### src/rtl/lgg_pkg.sv
// ----------------------------------------------------------------------------
// lgg_pkg
// Shared constants and row conversion helpers for the life grid generation
// step block.
// ----------------------------------------------------------------------------
`default_nettype none

package lgg_pkg;

    // default grid edge length
    localparam int GRID_SIZE_DEF = 8;

    // widest grid that the helpers support
    localparam int GRID_SIZE_MAX = 64;

    // neighbour counts of the life rule
    localparam logic [3:0] LIVE_BIRTH = 4'd3;
    localparam logic [3:0] LIVE_KEEP  = 4'd2;

    // input item kinds carried on tuser
    localparam logic FUNC_LOAD    = 1'b0;
    localparam logic FUNC_ADVANCE = 1'b1;

    // starting pattern of rows 0..7, bit 7 is column 0
    localparam logic [7:0] START_ROWS [8] = '{
        8'b11000000, 8'b11000000, 8'b00000000, 8'b00000000,
        8'b00000000, 8'b00000010, 8'b00000110, 8'b00000101
    };

    // place columns 0..7 into a row word of g cells, msb of the word is column 0
    function automatic logic [GRID_SIZE_MAX-1:0] widen_row(input logic [7:0] bits8,
                                                           input int g);
        logic [GRID_SIZE_MAX-1:0] v;
        int c;
        v = '0;
        for (int i = 0; i < GRID_SIZE_MAX; i++) begin
            c = g - 1 - i;
            if (i < g && c < 8) begin
                v[i] = bits8[7-c];
            end
        end
        return v;
    endfunction

    // take columns 0..7 out of a row word of g cells, missing columns read dead
    function automatic logic [7:0] narrow_row(input logic [GRID_SIZE_MAX-1:0] w,
                                              input int g);
        logic [7:0] v;
        int c;
        v = '0;
        for (int j = 0; j < 8; j++) begin
            c = 7 - j;
            if (c < g) begin
                v[j] = w[g-1-c];
            end
        end
        return v;
    endfunction

endpackage

`default_nettype wire

### src/rtl/lgg_row_unit.sv
// ----------------------------------------------------------------------------
// lgg_row_unit
// Shared life rule unit: computes one new row from the old rows above, at and
// below it, with dead cells beyond the left and right edges.
// ----------------------------------------------------------------------------
`default_nettype none

module lgg_row_unit
    import lgg_pkg::*;
#(
    parameter int GRID_SIZE = GRID_SIZE_DEF
) (
    input  wire logic [GRID_SIZE-1:0] i_above,
    input  wire logic [GRID_SIZE-1:0] i_cur,
    input  wire logic [GRID_SIZE-1:0] i_below,
    output logic      [GRID_SIZE-1:0] o_next
);

    // rows with a dead guard cell at each end
    logic [GRID_SIZE+1:0] w_up;
    logic [GRID_SIZE+1:0] w_mid;
    logic [GRID_SIZE+1:0] w_dn;

    assign w_up  = {1'b0, i_above, 1'b0};
    assign w_mid = {1'b0, i_cur,   1'b0};
    assign w_dn  = {1'b0, i_below, 1'b0};

    // one neighbour count and rule per cell
    for (genvar i = 0; i < GRID_SIZE; i++) begin : g_cell
        logic [3:0] w_count;

        assign w_count = 4'(w_up[i])  + 4'(w_up[i+1])  + 4'(w_up[i+2])
                       + 4'(w_mid[i])                  + 4'(w_mid[i+2])
                       + 4'(w_dn[i])  + 4'(w_dn[i+1])  + 4'(w_dn[i+2]);

        assign o_next[i] = (w_count == LIVE_BIRTH) ||
                           ((w_count == LIVE_KEEP) && i_cur[i]);
    end

endmodule

`default_nettype wire

### src/rtl/life_grid_generation_step.sv
// ----------------------------------------------------------------------------
// life_grid_generation_step
// Conway life on a square grid with a dead border, with row loads and a
// row-by-row generation sweep.
// ----------------------------------------------------------------------------
// A load item (tuser = 0) writes one row and gives no output item; rows
// beyond the grid are ignored. An advance item (tuser = 1) runs a sweep over
// all GRID_SIZE rows: one shared row unit computes one new row per cycle
// when the sink takes rows, from the old row above, the row itself and the
// row below, while the grid rotates through a row shift line so that new rows
// take the place of old ones. Each new row leaves through an output register;
// after acceptance the first row passes the state register and then the
// output register. Back-pressure stalls the sweep. The block takes no item
// during a sweep. The grid comes out of reset holding the starting pattern.
// ----------------------------------------------------------------------------
`default_nettype none

module life_grid_generation_step
    import lgg_pkg::*;
#(
    parameter int GRID_SIZE = GRID_SIZE_DEF
) (
    input  wire logic        i_clk,
    input  wire logic        i_rst_n,

    input  wire logic        i_s_tvalid,
    output logic             o_s_tready,
    input  wire logic [15:0] i_s_tdata,   // load_row[2:0], load_bits[10:3], zeros
    input  wire logic        i_s_tuser,   // func

    output logic             o_m_tvalid,
    input  wire logic        i_m_tready,
    output logic      [15:0] o_m_tdata,   // out_row[2:0], out_bits[10:3], zeros
    output logic             o_m_tlast    // last
);

    localparam int CW = $clog2(GRID_SIZE);
    localparam logic [CW-1:0] STEP_LAST = CW'(GRID_SIZE - 1);

    typedef enum logic {
        S_IDLE,
        S_RUN
    } t_state;

    t_state              r_state;
    logic [CW-1:0]       r_step;
    logic                r_out_valid;
    logic [2:0]          r_out_row;
    logic [7:0]          r_out_bits;
    logic                r_out_last;

    logic [GRID_SIZE-1:0] r_grid [GRID_SIZE];
    logic [GRID_SIZE-1:0] r_prev;

    logic                 w_accept;
    logic                 w_fire;
    logic                 w_at_last;
    logic [2:0]           w_load_row;
    logic [7:0]           w_load_bits;
    logic [GRID_SIZE-1:0] w_load_word;
    logic [GRID_SIZE-1:0] w_below;
    logic [GRID_SIZE-1:0] w_next;

    // input item fields
    assign w_load_row  = i_s_tdata[2:0];
    assign w_load_bits = i_s_tdata[10:3];
    assign w_load_word = GRID_SIZE'(widen_row(w_load_bits, GRID_SIZE));

    // handshakes and sweep step
    assign o_s_tready = (r_state == S_IDLE);
    assign w_accept   = i_s_tvalid && o_s_tready;
    assign w_fire     = (r_state == S_RUN) && (!r_out_valid || i_m_tready);
    assign w_at_last  = (r_step == STEP_LAST);

    // row below the current one, dead past the bottom edge
    assign w_below = w_at_last ? '0 : r_grid[1 % GRID_SIZE];

    lgg_row_unit #(
        .GRID_SIZE (GRID_SIZE)
    ) u_row_unit (
        .i_above (r_prev),
        .i_cur   (r_grid[0]),
        .i_below (w_below),
        .o_next  (w_next)
    );

    // sequencer and output register
    always_ff @(posedge i_clk) begin
        if (!i_rst_n) begin
            r_state     <= S_IDLE;
            r_step      <= '0;
            r_out_valid <= 1'b0;
        end else begin
            if (w_fire) begin
                r_out_valid <= 1'b1;
            end else if (i_m_tready) begin
                r_out_valid <= 1'b0;
            end
            case (r_state)
                S_IDLE: begin
                    if (w_accept && i_s_tuser == FUNC_ADVANCE) begin
                        r_state <= S_RUN;
                        r_step  <= '0;
                    end
                end
                S_RUN: begin
                    if (w_fire) begin
                        if (w_at_last) begin
                            r_state <= S_IDLE;
                        end else begin
                            r_step <= r_step + CW'(1);
                        end
                    end
                end
                default: begin
                    r_state <= S_IDLE;
                end
            endcase
        end
        if (w_fire) begin
            r_out_row  <= 3'(r_step);
            r_out_bits <= narrow_row(64'(w_next), GRID_SIZE);
            r_out_last <= w_at_last;
        end
    end

    // grid rows: reset pattern, row loads, rotation during a sweep
    always_ff @(posedge i_clk) begin
        if (!i_rst_n) begin
            for (int r = 0; r < GRID_SIZE; r++) begin
                r_grid[r] <= (r < 8) ?
                    GRID_SIZE'(widen_row(START_ROWS[r % 8], GRID_SIZE)) : '0;
            end
        end else if (w_fire) begin
            for (int r = 0; r < GRID_SIZE - 1; r++) begin
                r_grid[r] <= r_grid[r+1];
            end
            r_grid[GRID_SIZE-1] <= w_next;
        end else if (w_accept && i_s_tuser == FUNC_LOAD) begin
            for (int r = 0; r < GRID_SIZE; r++) begin
                if (32'(w_load_row) == r) begin
                    r_grid[r] <= w_load_word;
                end
            end
        end
    end

    // old copy of the row above the current one, dead above the top edge
    always_ff @(posedge i_clk) begin
        if (w_accept) begin
            r_prev <= '0;
        end else if (w_fire) begin
            r_prev <= r_grid[0];
        end
    end

    // output item
    assign o_m_tvalid = r_out_valid;
    assign o_m_tdata  = {5'b0, r_out_bits, r_out_row};
    assign o_m_tlast  = r_out_last;

    // a held last row means the sweep is over or a new one has not yet stepped
    a_last_ends_sweep: assert property (@(posedge i_clk) disable iff (!i_rst_n)
        (o_m_tvalid && o_m_tlast) |-> (r_state == S_IDLE || r_step == '0))
        else $error("last row held while sweep still running");

    // each step short of the last moves the row counter on by one
    a_step_count: assert property (@(posedge i_clk) disable iff (!i_rst_n)
        (w_fire && !w_at_last) |=> (r_step == $past(r_step) + CW'(1)))
        else $error("row counter did not advance");

    // a step always leaves a row in the output register
    a_fire_output: assert property (@(posedge i_clk) disable iff (!i_rst_n)
        w_fire |=> o_m_tvalid)
        else $error("computed row lost");

    // no input item is taken during a sweep
    a_no_accept_in_sweep: assert property (@(posedge i_clk) disable iff (!i_rst_n)
        (r_state == S_RUN && !(w_fire && w_at_last)) |=> !o_s_tready)
        else $error("input taken during sweep");

endmodule

`default_nettype wire
### config.mk
export PLATFORM = sky130hd
export DESIGN_NAME = life_grid_generation_step
export DESIGN_NICKNAME = d
export VERILOG_FILES = /design/src/rtl/lgg_pkg.sv /design/src/rtl/lgg_row_unit.sv /design/src/rtl/life_grid_generation_step.sv
export SDC_FILE = /design/constraint.sdc
export NUM_CORES = 1
export LEC_CHECK = 0
export ABC_AREA = 0
export BUFFER_PORTS_ARGS = -buffer_cell sky130_fd_sc_hd__buf_2
export CORE_AREA = 2 2 106 108
export DETAILED_ROUTE_END_ITERATION = 10
export DIE_AREA = 0 0 108 110
export PLACE_DENSITY = 0.69
export SLEW_MARGIN = 20
export SYNTH_ARGS = -nofsm -noshare
export SYNTH_HDL_FRONTEND = slang
export SYNTH_SLANG_ARGS = --single-unit
### constraint.sdc
create_clock -name i_clk -period 3.1 [get_ports i_clk]
set_input_delay 0.62 -clock i_clk [delete_from_list [all_inputs] [get_ports i_clk]]
set_output_delay 0.62 -clock i_clk [all_outputs]
set_load 0.02 [all_outputs]
# After elaboration in Yosys (flattened, before gate mapping)
# Memories as Yosys holds them, arrays and structs flattened.
# Cells that the tools add are included.
[totals] regBits=25 mem_bits_rw=64 inputBits=21 out_inout_bits=19 wordCells=201 n_memories=1
[op_classes] addsub=50 eq_ne=27 mux=73 bitwise_logic=18 n_reduce_logical=25
[memory_table] memory="r_grid" words=8 width=8 rd=8 rd_ports_with_merged_regs=0 wr=8 line_no="life_grid_generation_step.sv:52" source="logic [GRID_SIZE-1:0] r_grid [GRID_SIZE];"
[op_table] op="$add A4 B1 Y4" count=41
[op_table] op="$mux W8" count=17
[op_table] op="$eq A4 B2 Y1 const B" count=16
[op_table] op="$mux W1" count=51
[op_table] op="$or A1 B1 Y1" count=16
[op_table] op="$eq A3 B3 Y1 const B" count=5
[op_table] op="$add A1 B1 Y2" count=7
[op_table] op="$logic_and A1 B1 Y1" count=12
[op_table] op="$logic_or A1 B1 Y1" count=9
[op_table] op="$mux W3" count=3
[op_table] op="$eq A3 B2 Y1 const B" count=2
[op_table] op="$pmux W3 S2" count=1
[op_table] op="$ne A2 B1 Y1 const B" count=2
[op_table] op="$add A2 B1 Y3" count=1
[op_table] op="$add A3 B1 Y3 const B" count=1
[op_table] op="$eq A3 B1 Y1 const B" count=1
[op_table] op="$logic_not A3 Y1" count=1
[op_table] op="$reduce_and A3 Y1" count=1
[op_table] op="$ne A2 B2 Y1 const B" count=1
[op_table] op="$not A1 Y1" count=2
[op_table] op="$pmux W1 S2" count=1
[op_table] op="$reduce_bool A2 Y1" count=1
[op_table] op="$logic_not A1 Y1" count=1

# Logic depth before layout (Yosys ltp)
[logic_depth] ltp_word=12 depth_mapped=12 mapped_depth_nobuf=11

# Modules after synthesis
# Synthesis repeated with hierarchy kept, for this count alone.
[hier_totals] cells_unflattened=433 area_unflattened_um2=5195.0
[by_module_without_submodules] module="life_grid_generation_step" instances=1 cells_each=301 area_each_um2=4010.1 seq_area_each_um2=2542.4
[by_module_without_submodules] module="lgg_row_unit" instances=1 cells_each=132 area_each_um2=1184.9 seq_area_each_um2=0.0

# Worst setup path after synthesis
# Ideal clock, no wire load.
[synth_timing] kind="reg-to-reg" startpoint="reg r_prev[3], read port of r_grid" endpoint="mem r_grid[0][60] (netlist name), data pin" setup_time_ns=0.176 t_arrival_ns=3.043 required_time_ns=2.924 path_slack_ns=-0.119 path_stages_with_launch=11 path_buffers=0 synth_period_minus_slack_ns=3.219 cell_sequence="dfxtp_1 > ha_1 > inv_1 > fa_1 > fa_1 > inv_1 > fa_1 > inv_1 > fa_1 > a211o_1 > o32ai_1"
[synth_lines] item="from (decl)" line_no="life_grid_generation_step.sv:53" source="logic [GRID_SIZE-1:0] r_prev;"
[synth_lines] item="to (decl)" line_no="life_grid_generation_step.sv:52"

==> flow_summary.yaml <==
layout:
  area_growth_syn_to_layout_pct: 18.2
  stdcell_count: 653
  final_nets: 580
  mostFrequentLayoutCell: "edfxtp_1"
  stdcell_area_sq_um: 6170
  n_antenna_cell: 0
  drive_above_1_share_pct: 29.8
  final_cell_mix: "76 x edfxtp_1, 45 x inv_1, 40 x buf_4"
global_routing:
  grt_pass1_vias: 3866
  grt_pass1_wl_um: 19900
  grt_overflow: 0
  met1_usage_pct: 28.4
  grtUsageMet2_pct: 38.9
  use_met3_pct: 5.23
  busiest_layer: "met2"
  grtUsageTotal_pct: 22.4
  antenna_found_initial: 0
  grt_max_degree: 32
logic_synthesis:
  synth-edff-count: 76
  ys_seq_area_share_pct: 48.7
  syn_inst: 449
  synth.lib_cells_used.distinct: 48
  ys_ff_latch: 89
  async_flop_share_pct: 0
  netlist_area_sq_um: 5220
  syn_area_per_cell_sq_um: 11.6
  ys.flop_type: "edfxtp_1"
  yosys_warnings: 0
power_and_ir_drop:
  powerDensity_nw_per_um2: 494
  power_leakage_nw: 2.44
  clockPowerShare_pct: 23.5
  p_int_w: 0.00209
  p_comb_share_pct: 28.0
  power_frac_seq_pct: 48.5
  p_total_w: 0.00305
  switching_share_pct: 31.3
  ir_drop_uv: 304
  power.switching_w: 0.000954
clocking:
  cts_sinks: 89
  htreeDepth: 3
  clkLatencyLatePin_ns: 0.37
  cts_buffer_depth: 2
  clkSlewWorstSetupHoldPaths_ns: 0.09
  tritoncts: "done"
  cts_inserted_buffers: 9
  root_buffer: "clkbuf_8"
timing:
  min_period_over_period_pct: 104
  slew_viol_final: 0
  rsz0062_at_grt: "yes"
  hold_viol: 0
  relSlewSlack_pct: 47.7
  finClkSkew_ns: 0.0134
  fin_setup_tns_ns: -0.631
  setup_viol: 8
  max_freq_ghz: 0.311
  worst_pin_slew_ns: 0.783
  period_needed_ns: 3.22
  fin_ws_ns: -0.118
route:
  dr.pass1.iters: 5
  ant_nets: 0
  drt-vias-per-instance: 5.77
  vias: 3769
  initialDrtViolationCount: 371
  drc: 0
  post_drt_wl_per_cell_um: 18.9
  routed_wl_um: 12300
outcome:
  violations: "negative setup slack"
  run_status: "complete, but fails checks"
die:
  die_h_um: 110
  start_util_pct: 48.8
  num_io_pins: 40
  num_rows: 38
  die_w_um: 108
  core_sq_um: 10700
  die-area_sq_um: 11900
placed_design:
  gp_congestion: 0.855
  port_buffers: 29
  place_inst: 628
  placed_area_sq_um: 5720
  dp_hpwl_um: 9020
critical_path:
  cp-start-kind: "register"
  cp-end-kind: "register"
  criticalPathCategory: "register to register"
  cp.arrival_ns: 3.47
  required_ns: 3.35
  r2r_cells: 12
  crit_path_max_fanout: 3
run:
  maxCapViolCount: 0
worst_hold_path:
  hp-class: "register to register"
  hold_depth: 2
-- area by class of cell --
cell class,count,area (sq um)
repair buffers,74,502
well taps,140,175
fillers,864,4530
flip-flops and latches,89,2560
clock inverters,6,41.3
clock buffers,10,128
inverters,61,229
multi-input cells,273,2540
-- state kept, by name, summed over array words and instances (netlist names) --
signal	flops
r_prev	8
r_state	1
r_step	3
r_out_bits	8
o_m_tlast	1
o_m_tvalid	1
r_out_row	3
r_grid	64
-- worst paths after layout --
| path | from | end | slack [ns] |
|---|---|---|---|
| worst max-delay path | r_prev[4]$_SDFFE_PP0P_ | r_grid[0][61]$_DFFE_PP_ | -0.12 |
| worst min-delay path | r_prev[7]$_SDFFE_PP0P_ | r_prev[7]$_SDFFE_PP0P_ | 0.52 |
| worst max register to register | r_prev[4]$_SDFFE_PP0P_ | r_grid[0][61]$_DFFE_PP_ | -0.12 |
| worst min register to register | r_prev[7]$_SDFFE_PP0P_ | r_prev[7]$_SDFFE_PP0P_ | 0.52 |
-- synth_stat cells (4+ instances only) --
master     n  area (sq um)
a22o_1    28           245
o22a_1     4          35.0
nand2b_1  14          87.6
nor3_1     4          20.0
fa_1      28           561
nor3_2     4          40.0
o21ai_0   19          95.1
dfxtp_1   13           260
a32o_1    15           150
edfxtp_1  76          2280
nand3_1   20           100
inv_1     61           229
nand2_1   14          52.6
buf_4      5          37.5
clkbuf_1  19          71.3
buf_2      4          20.0
a21oi_1   29           145
nor2_1    14          52.6
nor2b_1    7          43.8
a211oi_1   4          30.0
a211o_1    6          52.6
ha_1      23           288
-- layer usage --
metal,share of wire (%),vias up,routed length [um]
met5,0,-,0
met4,1.4,0,169
met3,5.6,17,697
met2,51,115,6260
met1,42,1887,5220
li1,-,1750,-
-- power groups by stage --
stage	Combinational (W)	Sequential [W]	Clock, W
final	0.000855	0.00148	0.000715
after global routing	0.000944	0.00149	0.000782
after global placement	0.000684	0.00150	0
after CTS	0.000824	0.00148	0.000731
after detailed placement	0.000724	0.00150	0
after floorplan	0.000454	0.00150	0
-- critical path: stages, from the launching register on --
cell	delay, ns
dfxtp_2	0.35
buf_6	0.13
ha_4	0.25
inv_2	0.03
fa_1	0.51
xor2_1	0.17
ha_1	0.27
fa_2	0.42
buf_4	0.14
a211o_1	0.30
a211oi_2	0.23
buf_4	0.17
a31o_4	0.13
-- what timing repair did --
| action | CTS | global route |
|---|---|---|
| resized for setup | 45 | 12 |
| buffers inserted | 8 | 2 |
| hold buffers | 0 | 0 |
| endpoints found under the setup margin | 12 | 12 |
| pin swaps | 32 | 17 |
| hold endpoints to repair | 0 | 0 |
-- per-stage QoR --
step / hold WS, ns / setup slack [ns] / utilization [%]
final: 0.516 / -0.118 / 57.7
after global routing: 0.552 / -0.224 / 57.7
after CTS: 0.522 / -0.169 / 57.1
after detailed placement: 0.510 / -0.297 / 53.5
after global placement: 0.494 / -0.197 / 53.5
after floorplan: 0.434 / -0.00945 / -
-- cell families after synthesis --
| group | share of synthesized area, % |
|---|---|
| AOI/OAI and AO/OA | 16.9 |
| buffers and inverters | 7.00 |
| DFF | 48.7 |
| xor gates and xnor gates | 0.168 |
| and+or+nand+nor | 10.9 |
| adders and majority gates | 16.3 |
| other | 0.0718 |
(Power assumes the default switching activity.)
